**src/rtl/core/bcc_pkg.sv**
```systemverilog
// ----------------------------------------------------------------------------
// bcc_pkg
// Shared types and constants for the button click classifier.
// ----------------------------------------------------------------------------
`timescale 1ns / 1ps
`default_nettype none

package bcc_pkg;

    localparam int TIME_WIDTH  = 32;
    localparam int CFG_WIDTH   = 16;
    localparam int CFG_IDX_W   = 2;
    localparam int COUNT_WIDTH = 2;

    typedef logic [TIME_WIDTH-1:0]  time_t;
    typedef logic [CFG_WIDTH-1:0]   cfg_word_t;
    typedef logic [COUNT_WIDTH-1:0] count_t;

    typedef enum logic [1:0] {
        EV_SINGLE = 2'd0,
        EV_LONG   = 2'd1,
        EV_DOUBLE = 2'd2
    } click_ev_t;

    typedef enum logic [CFG_IDX_W-1:0] {
        REG_DEBOUNCE   = 2'd0,
        REG_LONG_CLICK = 2'd1,
        REG_DOUBLE_GAP = 2'd2
    } cfg_idx_t;

    localparam cfg_word_t DEBOUNCE_RESET   = 16'd50;
    localparam cfg_word_t LONG_CLICK_RESET = 16'd300;
    localparam cfg_word_t DOUBLE_GAP_RESET = 16'd300;

    typedef struct packed {
        cfg_word_t debounce;
        cfg_word_t long_click;
        cfg_word_t double_gap;
    } bcc_cfg_t;

    typedef struct packed {
        logic      valid;
        click_ev_t ev;
    } bcc_result_t;

endpackage

`default_nettype wire

```
**src/rtl/core/button_click_classifier.sv**
```systemverilog
// ----------------------------------------------------------------------------
// button_click_classifier
// Single, long and double click detector on a sampled button level.
// ----------------------------------------------------------------------------
// Each input word is one millisecond tick of the button level (0 pressed).
// A word is taken every cycle while in_stall is low, and classified in the
// same cycle; a resulting click_event (0 single, 1 long, 2 double) is queued
// in a two-entry output buffer and leaves it in order. in_stall rises only
// while it holds two undelivered words. Thresholds are to be written via
// cfg_we / cfg_index / cfg_data only while idle; the block does not enforce it.
// ----------------------------------------------------------------------------
`timescale 1ns / 1ps
`default_nettype none

module button_click_classifier (
    input  wire logic                          clk,
    input  wire logic                          rst_n,
    input  wire logic                          in_valid,
    output logic                               in_stall,
    input  wire logic                          button_level,
    output logic                               out_valid,
    input  wire logic                          out_stall,
    output logic [1:0]                         click_event,
    input  wire logic                          cfg_we,
    input  wire logic [bcc_pkg::CFG_IDX_W-1:0] cfg_index,
    input  wire logic [bcc_pkg::CFG_WIDTH-1:0] cfg_data
);
    import bcc_pkg::*;

    bcc_cfg_t    cfg;
    bcc_result_t result;
    logic        full;
    logic        take;

    assign in_stall = full;
    assign take     = in_valid && !full;

    bcc_cfg_regs u_cfg (
        .clk       (clk),
        .rst_n     (rst_n),
        .cfg_we    (cfg_we),
        .cfg_index (cfg_index),
        .cfg_data  (cfg_data),
        .cfg       (cfg)
    );

    bcc_classify u_classify (
        .clk    (clk),
        .rst_n  (rst_n),
        .take   (take),
        .level  (button_level),
        .cfg    (cfg),
        .result (result)
    );

    bcc_out_buf u_out (
        .clk         (clk),
        .rst_n       (rst_n),
        .push        (result),
        .full        (full),
        .out_valid   (out_valid),
        .out_stall   (out_stall),
        .click_event (click_event)
    );

endmodule

`default_nettype wire

```
**src/rtl/core/bcc_cfg_regs.sv**
```systemverilog
// ----------------------------------------------------------------------------
// bcc_cfg_regs
// Threshold registers written through the plain configuration write port.
// ----------------------------------------------------------------------------
`timescale 1ns / 1ps
`default_nettype none

module bcc_cfg_regs (
    input  wire logic                       clk,
    input  wire logic                       rst_n,
    input  wire logic                       cfg_we,
    input  wire logic [bcc_pkg::CFG_IDX_W-1:0] cfg_index,
    input  wire logic [bcc_pkg::CFG_WIDTH-1:0] cfg_data,
    output bcc_pkg::bcc_cfg_t               cfg
);
    import bcc_pkg::*;

    bcc_cfg_t cfg_reg;
    bcc_cfg_t cfg_next;

    always_comb
    begin
        cfg_next = cfg_reg;
        if (cfg_we)
        begin
            case (cfg_index)
                REG_DEBOUNCE:   cfg_next.debounce   = cfg_data;
                REG_LONG_CLICK: cfg_next.long_click = cfg_data;
                REG_DOUBLE_GAP: cfg_next.double_gap = cfg_data;
                default:        cfg_next = cfg_reg;
            endcase
        end
    end

    always_ff @(posedge clk or negedge rst_n)
    begin
        if (!rst_n)
        begin
            cfg_reg.debounce   <= DEBOUNCE_RESET;
            cfg_reg.long_click <= LONG_CLICK_RESET;
            cfg_reg.double_gap <= DOUBLE_GAP_RESET;
        end
        else
        begin
            cfg_reg <= cfg_next;
        end
    end

    assign cfg = cfg_reg;

endmodule

`default_nettype wire

```
**src/rtl/core/bcc_classify.sv**
```systemverilog
// ----------------------------------------------------------------------------
// bcc_classify
// Tick counter, edge detection and click classification for one sample word.
// ----------------------------------------------------------------------------
`timescale 1ns / 1ps
`default_nettype none

module bcc_classify (
    input  wire logic           clk,
    input  wire logic           rst_n,
    input  wire logic           take,
    input  wire logic           level,
    input  wire bcc_pkg::bcc_cfg_t cfg,
    output bcc_pkg::bcc_result_t result
);
    import bcc_pkg::*;

    logic   prev_reg,  prev_next;
    time_t  tick_reg,  tick_next;
    time_t  press_reg, press_next;
    time_t  first_reg, first_next;
    count_t count_reg, count_next;

    time_t  held;
    time_t  gap;
    count_t count_inc;

    assign held      = tick_reg - press_reg;
    assign gap       = tick_reg - first_reg;
    assign count_inc = (count_reg < count_t'(2)) ? count_reg + count_t'(1) : count_reg;

    always_comb
    begin
        prev_next    = level;
        tick_next    = tick_reg + time_t'(1);
        press_next   = press_reg;
        first_next   = first_reg;
        count_next   = count_reg;
        result.valid = 1'b0;
        result.ev    = EV_SINGLE;

        if (prev_reg && !level)
        begin
            press_next = tick_reg;
        end
        else if (!prev_reg && level)
        begin
            if (held < time_t'(cfg.debounce))
            begin
                press_next = press_reg;
            end
            else if (held > time_t'(cfg.long_click))
            begin
                result.valid = 1'b1;
                result.ev    = EV_LONG;
            end
            else
            begin
                count_next = count_inc;
                if (count_inc == count_t'(1))
                begin
                    first_next = tick_reg;
                end
            end
        end
        else
        begin
            if (count_reg == count_t'(1) && gap > time_t'(cfg.double_gap))
            begin
                first_next   = '0;
                count_next   = '0;
                result.valid = 1'b1;
                result.ev    = EV_SINGLE;
            end
            else if (count_reg > count_t'(1))
            begin
                first_next   = '0;
                count_next   = '0;
                result.valid = 1'b1;
                result.ev    = EV_DOUBLE;
            end
        end

        if (!take)
        begin
            result.valid = 1'b0;
        end
    end

    always_ff @(posedge clk or negedge rst_n)
    begin
        if (!rst_n)
        begin
            prev_reg  <= 1'b1;
            tick_reg  <= '0;
            press_reg <= '0;
            first_reg <= '0;
            count_reg <= '0;
        end
        else if (take)
        begin
            prev_reg  <= prev_next;
            tick_reg  <= tick_next;
            press_reg <= press_next;
            first_reg <= first_next;
            count_reg <= count_next;
        end
    end

endmodule

`default_nettype wire

```
**src/rtl/core/bcc_out_buf.sv**
```systemverilog
// ----------------------------------------------------------------------------
// bcc_out_buf
// Two-entry result queue between the classifier and the output channel.
// ----------------------------------------------------------------------------
`timescale 1ns / 1ps
`default_nettype none

module bcc_out_buf (
    input  wire logic              clk,
    input  wire logic              rst_n,
    input  wire bcc_pkg::bcc_result_t push,
    output logic                   full,
    output logic                   out_valid,
    input  wire logic              out_stall,
    output logic [1:0]             click_event
);
    import bcc_pkg::*;

    click_ev_t  mem [2];
    logic       wr_ptr_reg, wr_ptr_next;
    logic       rd_ptr_reg, rd_ptr_next;
    logic [1:0] count_reg,  count_next;
    logic       pop;

    assign pop         = out_valid && !out_stall;
    assign full        = count_reg == 2'd2;
    assign out_valid   = count_reg != 2'd0;
    assign click_event = mem[rd_ptr_reg];

    always_comb
    begin
        wr_ptr_next = push.valid ? !wr_ptr_reg : wr_ptr_reg;
        rd_ptr_next = pop ? !rd_ptr_reg : rd_ptr_reg;
        count_next  = count_reg + {1'b0, push.valid} - {1'b0, pop};
    end

    always_ff @(posedge clk)
    begin
        if (push.valid)
        begin
            mem[wr_ptr_reg] <= push.ev;
        end
    end

    always_ff @(posedge clk or negedge rst_n)
    begin
        if (!rst_n)
        begin
            wr_ptr_reg <= 1'b0;
            rd_ptr_reg <= 1'b0;
            count_reg  <= 2'd0;
        end
        else
        begin
            wr_ptr_reg <= wr_ptr_next;
            rd_ptr_reg <= rd_ptr_next;
            count_reg  <= count_next;
        end
    end

endmodule

`default_nettype wire

```
**config.mk**
```make
export PLATFORM = sky130hd
export DESIGN_NAME = button_click_classifier
export DESIGN_NICKNAME = d
export VERILOG_FILES = /design/src/rtl/core/bcc_pkg.sv /design/src/rtl/core/button_click_classifier.sv /design/src/rtl/core/bcc_cfg_regs.sv /design/src/rtl/core/bcc_classify.sv /design/src/rtl/core/bcc_out_buf.sv
export SDC_FILE = /design/constraint.sdc
export NUM_CORES = 1
export LEC_CHECK = 0
export BUFFER_PORTS_ARGS = -buffer_cell sky130_fd_sc_hd__buf_2
export CAP_MARGIN = 30
export CORE_ASPECT_RATIO = 1.25
export CORE_UTILIZATION = 36
export DETAILED_ROUTE_END_ITERATION = 16
export REMOVE_ABC_BUFFERS = 1
export SLEW_MARGIN = 10
export SYNTH_ARGS = -nofsm -noshare
export SYNTH_HDL_FRONTEND = slang
export SYNTH_SLANG_ARGS = --single-unit
```
**constraint.sdc**
```tcl
create_clock -name clk -period 6.2 [get_ports clk]
set_clock_uncertainty 0.1 [all_clocks]
set_input_delay 0.93 -clock clk [delete_from_list [all_inputs] [get_ports clk]]
set_output_delay 0.93 -clock clk [all_outputs]
set_load 0.1 [all_outputs]
```
==> results.sh, run 1 <==
export IMPL_clk_insertion_delay_late_ns=0.44
export IMPL_core_area_sq_um=34710
export IMPL_period_needed_ns=5.640
export IMPL_cts_hold_buffers=0
export IMPL_synth_top_area_cell="dfrtp_1"
export IMPL_cts_setup_buffers=0
export IMPL_grt_start_max_net_pins=99
export IMPL_max_stage_delay_ns=0.52
export IMPL_status="finished clean"
export IMPL_vias=11310
export IMPL_routed_wl_mm=37.92
export IMPL_fin_nets=1656
export IMPL_synth_avg_cell_area_sq_um=8.377
export IMPL_dp_hpwl_mm=28.72
export IMPL_numCtsBuffers=17
export IMPL_syn_instance_count=1527
export IMPL_start_kind="flop"
export IMPL_ant_nets=0
export IMPL_cts_sinks=155
export IMPL_drv_cap=0
export IMPL_cts_tree="yes"
export IMPL_overflow=0
export IMPL_swShare_pct=49.09
export IMPL_dieArea_sq_um=36290
export IMPL_critical_path_arrival_ns=5.89
export IMPL_path_max_fanout=5
export IMPL_yosys_cell_count_top_type="inv_1"
export IMPL_yosys_warnings=0
export IMPL_place_congestion=0.8756
export IMPL_timing_final_crit_share_pct=90.97
export IMPL_critPathKind="reg2reg"
export IMPL_antenna_cells=0
export IMPL_hp_class="in2async"
export IMPL_die_h_um=212.7
export IMPL_synthFlopType="dfrtp_1"
export IMPL_ir_drop_uv=256.2
export IMPL_worstSetupEndpointType="flop"
export IMPL_cp_data_required_time_ns=6.45
export IMPL_initial_utilization_pct=36.85
export IMPL_die_w_um=170.6
export IMPL_async_reset_ff_share_pct=97.42
export IMPL_setup_slack_ns=0.5602
export IMPL_setup_viol=0
export IMPL_drt_iter0_drc=746
export IMPL_syn_area_sq_um=12790
export IMPL_fin_setup_tns_ns=0
export IMPL_powerDensity_nw_per_um2=498.3
export IMPL_synth_common_cells="inv_1, nand2_1, dfrtp_1, ha_1, o21ai_0"
export IMPL_detailed_place_area_sq_um=13320
export IMPL_cts_resized=0
export IMPL_comb_power_share_pct=64.5
export IMPL_synth_area_leaders="dfrtp_1, ha_1, inv_1, nand2_1, xnor2_1"
export IMPL_n_fill_cell=3532
export IMPL_io_pins=28
export IMPL_clk_pin_slew_ns=0.07
export IMPL_p_leak_nw=6.063
export IMPL_root_buffer="clkbuf_16"
export IMPL_clockBufferDepth=2
export IMPL_rows=76
export IMPL_drv_slew=0
export IMPL_total_power_mw=6.933
export IMPL_drc=0
export IMPL_pre_cts_ws_ns=0.6852
export IMPL_first_pass_iters=5
export IMPL_largest_reg_flops=48
export IMPL_critical_path_slowest_cell="a211oi_1"
export IMPL_via_per_inst=5.662
export IMPL_p_switching_mw=3.403
export IMPL_wire_per_inst_um=18.99
export IMPL_fin_area_sq_um=13910
export IMPL_path_cells="inv_1 > ha_1 > fa_1 > nor2b_1 > o2111ai_1 > a211oi_1 > o21a_1 > nor2_1 > xnor2_1 > ha_1 > and4_1 > nand4_1 > a21o_1 > and4_1 > o22ai_1 > nor4_1 > o211a_1 > and4_2 > a211o_1 > inv_1 > ha_1 > xnor2_1 > xnor2_1"
export IMPL_hold_viol=0
export IMPL_grt_pass1_vias=11130
export IMPL_areaGrowthSynthToFinish_pct=8.774
export IMPL_ys_ff_latch=155
export IMPL_synth_edf_count=4
export IMPL_fmax_mhz=177.3
export IMPL_drive_above_1_share_pct=11.05
export IMPL_yosysTopAreaCellShare_pct=27.19
export IMPL_port_buffers=27
export IMPL_grt_usage_pct=21.46
export IMPL_slew_headroom_pct=36.86
export IMPL_critPathTopFamily="compound AO/OA/AOI/OAI gates"
export IMPL_cts_max_level=4
export IMPL_grt_pass1_wl_mm=60.32
export IMPL_p_clk_share_pct=15.0
export IMPL_ys_types=84
export IMPL_worstMarginPinSlew_ns=0.9443
export IMPL_rsz0062_at_grt="false"
export IMPL_path_buf_inv=2
export IMPL_cellInternalPower_mw=3.530
export IMPL_ys_seq_area_share_pct=30.60
export IMPL_antenna_found_initial=0
export IMPL_p_seq_share_pct=20.5
cell families after synthesis:
family,synth area share [%]
flip-flops,30.60
multiplexers,3.639
AO/OA/AOI/OAI,24.10
adder cells (fa/ha/maj),11.46
buffers and inverters,7.767
AND/OR/NAND/NOR,17.43
XOR/XNOR,4.999
stage by stage:
stage	util (%)	hold slack (ns)	std cells
floorplan	-	0.3484	1453
global placement	38.32	0.3588	1963
detailed placement	38.37	0.3664	1964
CTS	40.01	0.3752	1996
global route	40.09	0.1834	1997
finish	40.09	0.1869	1997
area by class of cell:
| class | instances | area [sq um] | area share (%) |
|---|---|---|---|
| multi-input cells | 1128 | 7895 | 56.74 |
| clock inverters | 13 | 133.9 | 0.9622 |
| flip-flops and latches | 155 | 3914 | 28.13 |
| repair buffers | 44 | 314.1 | 2.257 |
| clock buffers | 19 | 432.9 | 3.112 |
| inverters | 170 | 638.1 | 4.586 |
| well taps | 468 | 585.6 | 4.209 |
metal layers:
metal / part of all wire [%] / GRT usage (%) / routed length [um] / vias up
li1: - / - / - / 5432
met1: 43 / 26.34 / 16350 / 5518
met2: 50 / 37.83 / 18780 / 291
met3: 4.0 / 2.521 / 1534 / 66
met4: 3.3 / 8.792 / 1248 / 0
met5: 0 / 0 / 0 / -
cells in the final DEF, fill, tap and decap left out, types with 16 or more instances in the layout:
cell / Yosys / final
buf_2: 17 / 26
a311oi_1: 34 / 34
a21oi_1: 94 / 94
nand2_1: 144 / 143
nand3_1: 30 / 30
a211oi_2: 30 / 30
o21ai_0: 98 / 98
dfrtp_1: 139 / 139
nor3_1: 26 / 26
nand4_1: 29 / 29
mux2_2: 36 / 36
clkbuf_16: 0 / 17
a21o_1: 27 / 27
ha_1: 114 / 114
o21ai_1: 36 / 36
and2_1: 41 / 41
xnor2_1: 57 / 57
inv_1: 170 / 170
nor2_1: 97 / 96
xor2_1: 16 / 16
o211ai_1: 16 / 16
worst register-to-register path: cells and delay by family (launching register included):
kind	cells	cell delay (ns)
compound gates	7	1.68
xor+xnor	3	0.45
fa+ha+maj	4	1.15
buf+inv	2	0.19
flops	1	0.38
simple gates	7	1.60
path summary, 6_finish.rpt:
check | startpoint | to | slack, ns | cells past startpoint
max in group asynchronous | rst_n | u_classify.first_reg[30]$_DFFE_PN0P_ | 4.40 | 3
setup reg to reg | u_classify.tick_reg[0]$_DFFE_PN0P_ | u_out.count_reg[1]$_DFF_PN0_ | 0.56 | 23
setup / recovery | u_classify.tick_reg[0]$_DFFE_PN0P_ | u_out.count_reg[1]$_DFF_PN0_ | 0.56 | 23
min in group clk | u_classify.prev_reg$_DFFE_PN1P_ | u_classify.prev_reg$_DFFE_PN1P_ | 0.38 | 2
hold reg to reg | u_classify.prev_reg$_DFFE_PN1P_ | u_classify.prev_reg$_DFFE_PN1P_ | 0.38 | 2
hold / removal | rst_n | u_cfg.cfg[12]$_DFFE_PN0P_ | 0.19 | 1
power groups by stage:
stage               Combinational [mW]  Sequential, mW  Clock [mW]
CTS                               4.45            1.42        1.06
finish                            4.47            1.42        1.04
global route                      4.99            1.45        1.10
global placement                  4.35            1.43           0
detailed placement                4.42            1.44           0
floorplan                         3.26            1.40           0
Note: power is estimated with default switching activity, not from simulation.
==> run 2, diff against run 1 <==
--- a/config.mk
+++ b/config.mk
@@ -8,8 +8,9 @@
 export BUFFER_PORTS_ARGS = -buffer_cell sky130_fd_sc_hd__buf_2
 export CAP_MARGIN = 30
 export CORE_ASPECT_RATIO = 1.25
-export CORE_UTILIZATION = 36
+export CORE_UTILIZATION = 65
 export DETAILED_ROUTE_END_ITERATION = 16
+export PLACE_DENSITY = 0.82
 export REMOVE_ABC_BUFFERS = 1
 export SLEW_MARGIN = 10
 export SYNTH_ARGS = -nofsm -noshare
==> run 2 against run 1 <==
Compared with the run above: maximum frequency is 1.4% higher; register-to-register slack improved by 0.08 ns; critical path depth grew 1; clock power up 8%; global-route usage up 16 points; core utilization increased by 31 points; largest cell class unchanged; total power grew 2.0%; hold slack gained 0.0041 ns; sequential share of layout area is 0.47 points higher.
==> results.sh, run 2 (synthesized netlist as in run 1, its figures left out) <==
export IMPL_die_h_um=158.8
export IMPL_clk_insertion_delay_late_ns=0.44
export IMPL_critical_path_slowest_cell="nor4b_1"
export IMPL_hold_viol=0
export IMPL_via_per_inst=6.480
export IMPL_total_power_mw=7.075
export IMPL_cts_max_level=4
export IMPL_fin_setup_tns_ns=0
export IMPL_dp_hpwl_mm=27.53
export IMPL_place_congestion=0.9555
export IMPL_final_cell_mix="inv_1, nand2_1, dfrtp_1, ha_1, o21ai_0"
export IMPL_antenna_found_initial=0
export IMPL_grt_pass1_vias=11340
export IMPL_fin_nets=1652
export IMPL_setup_slack_ns=0.6395
export IMPL_status="finished clean"
export IMPL_die_w_um=127.5
export IMPL_grt_pass1_wl_mm=58.43
export IMPL_ir_drop_uv=270.2
export IMPL_dp_cells=1757
export IMPL_period_needed_ns=5.560
export IMPL_rows=57
export IMPL_port_buffers=27
export IMPL_worstSetupEndpointType="flop"
export IMPL_drv_cap=0
export IMPL_powerDensity_nw_per_um2=517.0
export IMPL_io_pins=28
export IMPL_start_kind="flop"
export IMPL_cts_setup_buffers=0
export IMPL_max_stage_delay_ns=0.64
export IMPL_rsz0062_at_grt="false"
export IMPL_antenna_cells=0
export IMPL_cts_hold_buffers=0
export IMPL_numCtsBuffers=17
export IMPL_grt_start_max_net_pins=100
export IMPL_cp_data_required_time_ns=6.46
export IMPL_areaGrowthSynthToFinish_pct=6.984
export IMPL_cts_tree="yes"
export IMPL_cts_sinks=155
export IMPL_root_buffer="clkbuf_16"
export IMPL_clk_pin_slew_ns=0.07
export IMPL_first_pass_iters=5
export IMPL_ant_nets=0
export IMPL_stdcell_count=1790
export IMPL_p_leak_nw=6.072
export IMPL_cts_resized=0
export IMPL_slew_headroom_pct=30.66
export IMPL_timing_final_crit_share_pct=89.68
export IMPL_vias=11600
export IMPL_grt_usage_pct=37.03
export IMPL_drv_slew=0
export IMPL_initial_utilization_pct=66.18
export IMPL_fin_area_sq_um=13680
export IMPL_drive_above_1_share_pct=10.95
export IMPL_drt_iter0_drc=908
export IMPL_mostFrequentLayoutCell="inv_1"
export IMPL_path_cells="inv_1 > ha_1 > fa_1 > nor2b_1 > o211ai_1 > a21o_1 > nand2_1 > a21o_1 > a21oi_1 > xnor2_1 > ha_1 > and4_1 > a31oi_1 > o21ai_0 > a221o_1 > nand2_1 > a31oi_1 > nor4_1 > nor4b_1 > a211o_1 > inv_1 > ha_1 > xnor2_1 > xnor2_1"
export IMPL_critPathKind="reg2reg"
export IMPL_critical_path_arrival_ns=5.82
export IMPL_worstMarginPinSlew_ns=1.014
export IMPL_clockBufferDepth=2
export IMPL_setup_viol=0
export IMPL_path_max_fanout=5
export IMPL_detailed_place_area_sq_um=13030
export IMPL_hp_class="in2async"
export IMPL_wire_per_inst_um=20.43
export IMPL_core_area_sq_um=19330
export IMPL_overflow=0
export IMPL_drc=0
export IMPL_largest_reg_flops=48
export IMPL_fmax_mhz=179.8
export IMPL_dieArea_sq_um=20250
export IMPL_pre_cts_ws_ns=0.8304
export IMPL_routed_wl_mm=36.58
[run 2: final cells by class]
cell class	instances	area, sq um
inverters	170	638.1
clock buffers	20	466.7
well taps	265	331.6
repair buffers	40	279.0
clock inverters	12	160.2
fillers	1503	5643
flip-flops and latches	155	3914
multi-input cells	1128	7895
[run 2: power breakdown]
part           total, mW  internal, mW  switching, mW
Clock               1.12         0.670          0.455
Sequential          1.44          1.27          0.165
Combinational       4.51          1.72           2.79
[run 2: stage by stage]
step / hold WS [ns] / utilization (%)
floorplan: 0.3484 / -
global placement: 0.3622 / 67.28
detailed placement: 0.3702 / 67.42
CTS: 0.3850 / 70.66
global route: 0.1875 / 70.80
finish: 0.1910 / 70.80
[run 2: critical path, delay by kind of cell (launching register included)]
family | cells | cell delay (ns)
flip-flops | 1 | 0.37
AND/OR/NAND/NOR | 6 | 1.50
adder cells (fa/ha/maj) | 4 | 1.13
buffers and inverters | 2 | 0.18
XOR/XNOR | 3 | 0.56
AO/OA/AOI/OAI | 9 | 1.63
[run 2: worst paths after layout]
kind | cells after the start | start | end | slack (ns)
max | 24 | u_classify.tick_reg[0]$_DFFE_PN0P_ | u_out.count_reg[1]$_DFF_PN0_ | 0.64
min | 1 | rst_n | u_cfg.cfg[45]$_DFFE_PN0P_ | 0.19
max reg2reg | 24 | u_classify.tick_reg[0]$_DFFE_PN0P_ | u_out.count_reg[1]$_DFF_PN0_ | 0.64
min reg2reg | 2 | u_classify.press_reg[12]$_DFFE_PN0P_ | u_classify.press_reg[12]$_DFFE_PN0P_ | 0.38
max in group asynchronous | 3 | rst_n | u_classify.first_reg[15]$_DFFE_PN0P_ | 4.45
min in group clk | 2 | u_classify.press_reg[12]$_DFFE_PN0P_ | u_classify.press_reg[12]$_DFFE_PN0P_ | 0.38
[run 2: layer usage]
layer | wire [um] | vias up | global-route usage, %
li1 | - | 5442 | -
met1 | 14170 | 5550 | 42.85
met2 | 18290 | 468 | 64.33
met3 | 1838 | 139 | 4.549
met4 | 2286 | 0 | 23.11
met5 | 0 | - | 0
